[src/hw/rtl/opd_pkg.sv]
// Package for the order-preserving dedup core: beat types, probe type, defaults.
// No dependencies; used by opd_cell and order_preserving_dedup_core.
package opd_pkg;

  localparam int unsigned DefaultDepth = 64;
  localparam int unsigned ValueW       = 32;
  localparam int unsigned CountOutW    = 7;

  // Input beat
  typedef struct packed {
    logic signed [ValueW-1:0] value;
    logic                     last;
  } in_item_t;

  // Result beat
  typedef struct packed {
    logic signed [ValueW-1:0] out_value;
    logic                     keep;
    logic [CountOutW-1:0]     distinct_count;
    logic                     out_last;
    logic                     overflow;
  } out_item_t;

  // Search token that walks the cell row
  typedef struct packed {
    logic                     valid;
    logic signed [ValueW-1:0] value;
    logic                     last;
    logic                     hit;
  } probe_t;

endpackage

[src/hw/rtl/opd_cell.sv]
// One table cell: holds a stored value and passes the search token to its neighbor.
// Depends on opd_pkg.
module opd_cell #(
  parameter int unsigned IDX   = 0,
  parameter int unsigned CNT_W = 7
) (
  input  logic                          clk_i,
  input  logic                          rst_ni,
  input  logic                          advance_i,
  input  opd_pkg::probe_t               probe_i,
  output opd_pkg::probe_t               probe_o,
  input  logic                          wr_en_i,
  input  logic signed [opd_pkg::ValueW-1:0] wr_value_i,
  input  logic [CNT_W-1:0]              count_i
);

  logic signed [opd_pkg::ValueW-1:0] entry_q;
  logic                              probe_vld_q;
  opd_pkg::probe_t                   probe_q;
  logic                              occupied;
  logic                              match;

  // Entry is live only below the fill count
  assign occupied = count_i > CNT_W'(IDX);
  assign match    = occupied && (entry_q == probe_i.value);

  always_ff @(posedge clk_i) begin
    if (wr_en_i && (count_i == CNT_W'(IDX))) begin
      entry_q <= wr_value_i;
    end
  end

  always_ff @(posedge clk_i or negedge rst_ni) begin
    if (!rst_ni) begin
      probe_vld_q <= 1'b0;
    end else if (advance_i) begin
      probe_vld_q <= probe_i.valid;
    end
  end

  always_ff @(posedge clk_i) begin
    if (advance_i) begin
      probe_q.valid <= 1'b0;
      probe_q.value <= probe_i.value;
      probe_q.last  <= probe_i.last;
      probe_q.hit   <= probe_i.hit | match;
    end
  end

  always_comb begin
    probe_o       = probe_q;
    probe_o.valid = probe_vld_q;
  end

endmodule

[src/hw/rtl/order_preserving_dedup_core.sv]
// Top level of the order-preserving dedup core: cell row, fill count, result register.
// Depends on opd_pkg and opd_cell.
//
// Usage:
//   Input channel in_valid_i / in_stall_o / in_item_i carries one signed value
//   per beat plus a last flag marking the end of an array. Output channel
//   out_valid_o / out_stall_i / out_item_o returns one result beat per input:
//   the value, keep (first occurrence), running distinct count, last echo and
//   overflow (new value, table full, not stored).
//   A search token walks a row of DEPTH cells, one cell per cycle while the row
//   is not held, each cell comparing against its stored value. The result is
//   registered in the result register ahead of out_item_o, and the next input
//   beat is taken only after the item has left the last cell.
//   Only one item is in the row at a time; in_stall_o is high while it walks.
//   The result register lets a new item enter while the previous result is
//   still stalled. If a second result finishes while the register is full,
//   the token holds in the last cell until out_stall_i drops.
//   Reset clears the fill count, the token and the result valid flag; table
//   contents need no clearing. The fill count returns to zero after a last beat.
module order_preserving_dedup_core #(
  parameter int unsigned DEPTH = opd_pkg::DefaultDepth
) (
  input  logic                clk_i,
  input  logic                rst_ni,
  input  logic                in_valid_i,
  output logic                in_stall_o,
  input  opd_pkg::in_item_t   in_item_i,
  output logic                out_valid_o,
  input  logic                out_stall_i,
  output opd_pkg::out_item_t  out_item_o
);

  localparam int unsigned CntW = $clog2(DEPTH + 1);

  opd_pkg::probe_t     probe [0:DEPTH];
  logic [DEPTH-1:0]    probe_vld;
  logic [CntW-1:0]     count_q, count_d;
  logic                busy_q, busy_d;
  logic                out_valid_q, out_valid_d;
  opd_pkg::out_item_t  out_item_q, out_item_d;
  logic                in_accept;
  logic                transfer;
  logic                advance;
  logic                keep;
  logic                room;
  logic                store;
  logic [CntW-1:0]     new_count;
  opd_pkg::probe_t     tail;

  assign in_stall_o = busy_q;
  assign in_accept  = in_valid_i && !busy_q;

  always_comb begin
    probe[0].valid = in_accept;
    probe[0].value = in_item_i.value;
    probe[0].last  = in_item_i.last;
    probe[0].hit   = 1'b0;
  end

  assign tail     = probe[DEPTH];
  assign transfer = tail.valid && (!out_valid_q || !out_stall_i);
  // Hold the whole row while a finished token waits on the result register
  assign advance  = !(tail.valid && !transfer);

  assign keep      = !tail.hit;
  assign room      = count_q < CntW'(DEPTH);
  assign store     = transfer && keep && room;
  assign new_count = store ? count_q + CntW'(1) : count_q;

  for (genvar i = 0; i < DEPTH; i++) begin : g_cell
    opd_cell #(
      .IDX   (i),
      .CNT_W (CntW)
    ) u_cell (
      .clk_i      (clk_i),
      .rst_ni     (rst_ni),
      .advance_i  (advance),
      .probe_i    (probe[i]),
      .probe_o    (probe[i+1]),
      .wr_en_i    (store),
      .wr_value_i (tail.value),
      .count_i    (count_q)
    );
    assign probe_vld[i] = probe[i+1].valid;
  end

  always_comb begin
    busy_d      = busy_q;
    count_d     = count_q;
    out_valid_d = out_valid_q;
    out_item_d  = out_item_q;
    if (in_accept) begin
      busy_d = 1'b1;
    end
    if (out_valid_q && !out_stall_i) begin
      out_valid_d = 1'b0;
    end
    if (transfer) begin
      busy_d                    = 1'b0;
      out_valid_d               = 1'b1;
      out_item_d.out_value      = tail.value;
      out_item_d.keep           = keep;
      out_item_d.distinct_count = opd_pkg::CountOutW'(new_count);
      out_item_d.out_last       = tail.last;
      out_item_d.overflow       = keep && !room;
      // Clear the table at the end of an array
      count_d                   = tail.last ? '0 : new_count;
    end
  end

  always_ff @(posedge clk_i or negedge rst_ni) begin
    if (!rst_ni) begin
      busy_q      <= 1'b0;
      count_q     <= '0;
      out_valid_q <= 1'b0;
    end else begin
      busy_q      <= busy_d;
      count_q     <= count_d;
      out_valid_q <= out_valid_d;
    end
  end

  always_ff @(posedge clk_i) begin
    out_item_q <= out_item_d;
  end

  assign out_valid_o = out_valid_q;
  assign out_item_o  = out_item_q;

  // Fill count never passes the table size
  a_count_bound : assert property (@(posedge clk_i) disable iff (!rst_ni)
    count_q <= CntW'(DEPTH))
    else $error("fill count exceeds table depth");

  // At most one token in the row, and only while busy
  a_single_token : assert property (@(posedge clk_i) disable iff (!rst_ni)
    $onehot0(probe_vld) && (busy_q || (probe_vld == '0)))
    else $error("token in cell row without an item in flight");

  // Overflow only on a kept value
  a_ovf_keep : assert property (@(posedge clk_i) disable iff (!rst_ni)
    out_valid_q && out_item_q.overflow |-> out_item_q.keep)
    else $error("overflow flagged on a duplicate");

  // A completed item frees the input on the next cycle
  a_release : assert property (@(posedge clk_i) disable iff (!rst_ni)
    transfer |=> !busy_q && out_valid_q)
    else $error("input not released after result capture");

endmodule

[config.mk]
export PLATFORM = sky130hd
export DESIGN_NAME = order_preserving_dedup_core
export DESIGN_NICKNAME = d
export VERILOG_FILES = /design/src/hw/rtl/opd_pkg.sv /design/src/hw/rtl/opd_cell.sv /design/src/hw/rtl/order_preserving_dedup_core.sv
export SDC_FILE = /design/constraint.sdc
export NUM_CORES = 2
export LEC_CHECK = 0
export BUFFER_PORTS_ARGS = -buffer_cell sky130_fd_sc_hd__buf_4
export CAP_MARGIN = 5
export CORE_ASPECT_RATIO = 1.1
export CORE_MARGIN = 8
export CORE_UTILIZATION = 50
export DETAILED_ROUTE_END_ITERATION = 16
export HOLD_SLACK_MARGIN = 0.12
export PLACE_DENSITY = 0.69
export SLEW_MARGIN = 10
export SYNTH_ARGS = -nofsm -noshare
export SYNTH_HDL_FRONTEND = slang
export SYNTH_HIERARCHICAL = 1
export SYNTH_SLANG_ARGS = --single-unit
[constraint.sdc]
create_clock -name clk_i -period 93.8 [get_ports clk_i]
set_input_delay 9.38 -clock clk_i [delete_from_list [all_inputs] [get_ports clk_i]]
set_output_delay 9.38 -clock clk_i [all_outputs]
set_load 0.03 [all_outputs]
==> results.toml <==
[run_status]
outcome = "finished, final reports clean"

[timing]
grt_setup_unrepaired = "no"
hold_viol_final = 0
fin_crit_sh_pct = 14.82
fmaxAchievable_mhz = 71.91
finalCriticalPeriod_ns = 13.91
fin_skew_ns = 0.04662
slew_headroom_pct = 18.90
drv_slew = 0
setup_ws_ns = 79.89
tightest_slew_ns = 1.217
finalSetupViolCount = 0
setup_tns_ns = 0

[synth]
netlist_area_um2 = 156500
avgSynthCellArea_um2 = 20.52
synth_edf_count = 4266
syn_nets = 7663
synth-main-ff-cell = "edfxtp_1"
async_reset_ff_share_pct = 1.682
netlist_instances = 7625
yosysWarnings = 6
synth-seq-cells = 4339
ys_seq_area_share_pct = 83.03
synth_cell_types = 89

[clock_tree]
cts_max_level = 5
cts_sinks = 4339
cts_buffer_depth = 4
cts_setup_buffers = 0
cts_root_buf = "clkbuf_16"
clkTransAtPathRegs_ns = 0.06
cts_resized = 0
numCtsBuffers = 414
insertion_delay_ns = 0.92
cts_tree = "built"
ctsHoldBuffers = 0

[worst_setup_path]
r2r-start = "g_cell[63].u_cell/probe_vld_q$_DFFE_PN0P_"
crit_type = "primary input to register"
cp.required_ns = 94.32
cp-start-kind = "primary input"
cp_num_buf_inv = 6
critPathTopFamily = "buffers and inverters"
cp_common_cell = "buf_4"
worst_ep_arrival_time_ns = 14.42
cp-end-kind = "register"
crit_path_top_delay_cell = "buf_4"
crit_start = "out_stall_i"
reg2reg_slack_ns = 88.08
crit_fanout = 81
critPathMaxStageDelay_ns = 0.94
cp_cell_sequence = "buf_4 -> nand3_4 -> buf_4 -> buf_4 -> buf_4 -> buf_4 -> buf_4"

[detailed_routing]
antenna_left = 0
drc = 0
routedWlPerCell_um = 28.73
viasPerCell = 5.748
drtPass1Iterations = 5
wl_mm = 364.9
vias = 73000
dr.first_iter.drc_count = 8950

[finish]
final_cell_mix = "edfxtp_1, xnor2_1, nand4_1, clkbuf_16, xor2_1"
synthToLayoutAreaGrowth_pct = 12.98
fin_nets = 8266
final_core_util_pct = 56.75
fin_cells = 12700
layout_commonest_cell = "edfxtp_1"
layout-drive-gt1-share_pct = 12.11

[power]
p_leak_nw = 64.31
vdd_ir_drop_max_mv = 0.02237
p_per_area_nw_per_um2 = 21.92

[place]
gp_congestion = 0.8368
place_inst = 11940
numPortBuffers = 80
post-dp-hpwl_mm = 222.1
dp_slack_ns = 78.96

[floorplan]
die_x_um = 549.4
die-area_um2 = 331100
die_y_um = 602.7
core_um2 = 311500
rows = 215
start_util_pct = 50.23
ios = 81

[global_route]
grt-ovfl-total = 0
antenna_found_initial = 27
track_usage_pct = 21.53
grt_pass1_wl_mm = 518.2
grt_start_max_net_pins = 176
grt_pass1_vias = 72770

[run]
maxCapViolations = 0

[worst_hold_path]
min_path_type = "register to register"
hp-start = "g_cell[16].u_cell/probe_o[1]$_DFFE_PP_"
-- cell usage after synthesis (all sizes together), types with 5 or more instances --
cell type / number / area [µm²]
edfxtp: 4266 / 128100
xnor2: 1641 / 14410
nand4: 429 / 2705
xor2: 409 / 3582
nor4: 196 / 1416
dfrtp: 73 / 1827
nor3: 73 / 401.6
buf: 65 / 485.5
mux2: 65 / 731.9
nor2: 56 / 212.7
nand2: 35 / 133.9
a31o: 32 / 280.3
a21oi: 30 / 176.4
a41o: 29 / 290.3
nand3: 25 / 130.1
inv: 22 / 82.58
o21ai: 17 / 85.08
and3: 15 / 100.1
nand4b: 15 / 131.4
or4: 14 / 138.9
and2: 10 / 66.31
a211oi: 8 / 75.08
and4: 7 / 61.31
nand2b: 7 / 43.79
nor2b: 7 / 43.79
or3: 6 / 52.55
a211o: 5 / 43.79
a21o: 5 / 37.54
a41oi: 5 / 58.81
o31ai: 5 / 57.56
-- path summary, 6_finish.rpt --
| kind | end | cells after the start |
|---|---|---|
| max | g_cell[0].u_cell/probe_o[11]$_DFFE_PP_ | 7 |
| min | g_cell[17].u_cell/probe_o[1]$_DFFE_PP_ | 0 |
| max reg2reg | g_cell[0].u_cell/probe_o[11]$_DFFE_PP_ | 6 |
| min reg2reg | g_cell[17].u_cell/probe_o[1]$_DFFE_PP_ | 0 |
| max in group asynchronous | count_q[1]$_DFFE_PN0N_ | 1 |
| min in group asynchronous | in_stall_o$_DFFE_PN0P_ | 1 |
-- power breakdown --
part	internal (mW)	leakage (nW)	switching [mW]	total, mW
combinational	0.0245	8.61	0.0166	0.0412
sequential	2.15	49.2	0.0419	2.19
clock	0.945	6.49	0.696	1.64
-- per-layer routing --
layer	vias up	GRT usage, %	part of all wire [%]	wire length, µm
met5	-	0	0	0
met4	0	7.518	3.6	13310
met3	726	3.075	8.3	30140
met2	3664	36.18	49	179100
met1	37900	28.98	39	142300
li1	30720	-	-	-
-- worst register-to-register path, delay by kind of cell, from the launching register on --
kind	cells	cell delay, ns
flip-flops	1	0.42
buffers and inverters	5	4.34
AND/OR/NAND/NOR	1	0.57
-- registers in the layout (all words and copies together) (netlist names) --
register                   count
g_cell.u_cell/entry_q       2048
g_cell.u_cell/probe_vld_q     64
count_q                        7
out_item_o                    42
in_stall_o                     1
out_valid_o                    1
g_cell.u_cell/probe_o       2176
-- final cells by class --
cell class	instances	area, µm²
repair buffers	253	1987
clock buffers	511	10990
well taps	4123	5159
flip-flops and latches	4339	130000
clock inverters	238	2387
multi-input cells	3198	26190
diodes	17	42.54
fillers	22320	134700
inverters	22	82.58
-- logic make-up (layout without fill, tap and decap cells) --
logic type	Yosys count	after routing	share of synthesized area (%)
XOR/XNOR	2050	2050	11.50
other	1	18	0.002396
flip-flops	4339	4339	83.03
multiplexers	65	65	0.4678
AO/OA/AOI/OAI	164	164	0.8844
buffers and inverters	88	1024	0.3662
AND/OR/NAND/NOR	917	917	3.741
adder cells (fa/ha/maj)	1	1	0.007995
-- through the flow --
step	cell area [µm²]	total power, mW	hold WS (ns)
after floorplan	156500	2.240	0.4003
after global placement	163400	2.271	0.4006
after detailed placement	163400	2.272	0.4045
after CTS	176700	3.896	0.4065
after global routing	176800	3.971	0.4136
final	176800	3.874	0.4061
(Power assumes the default switching activity.)
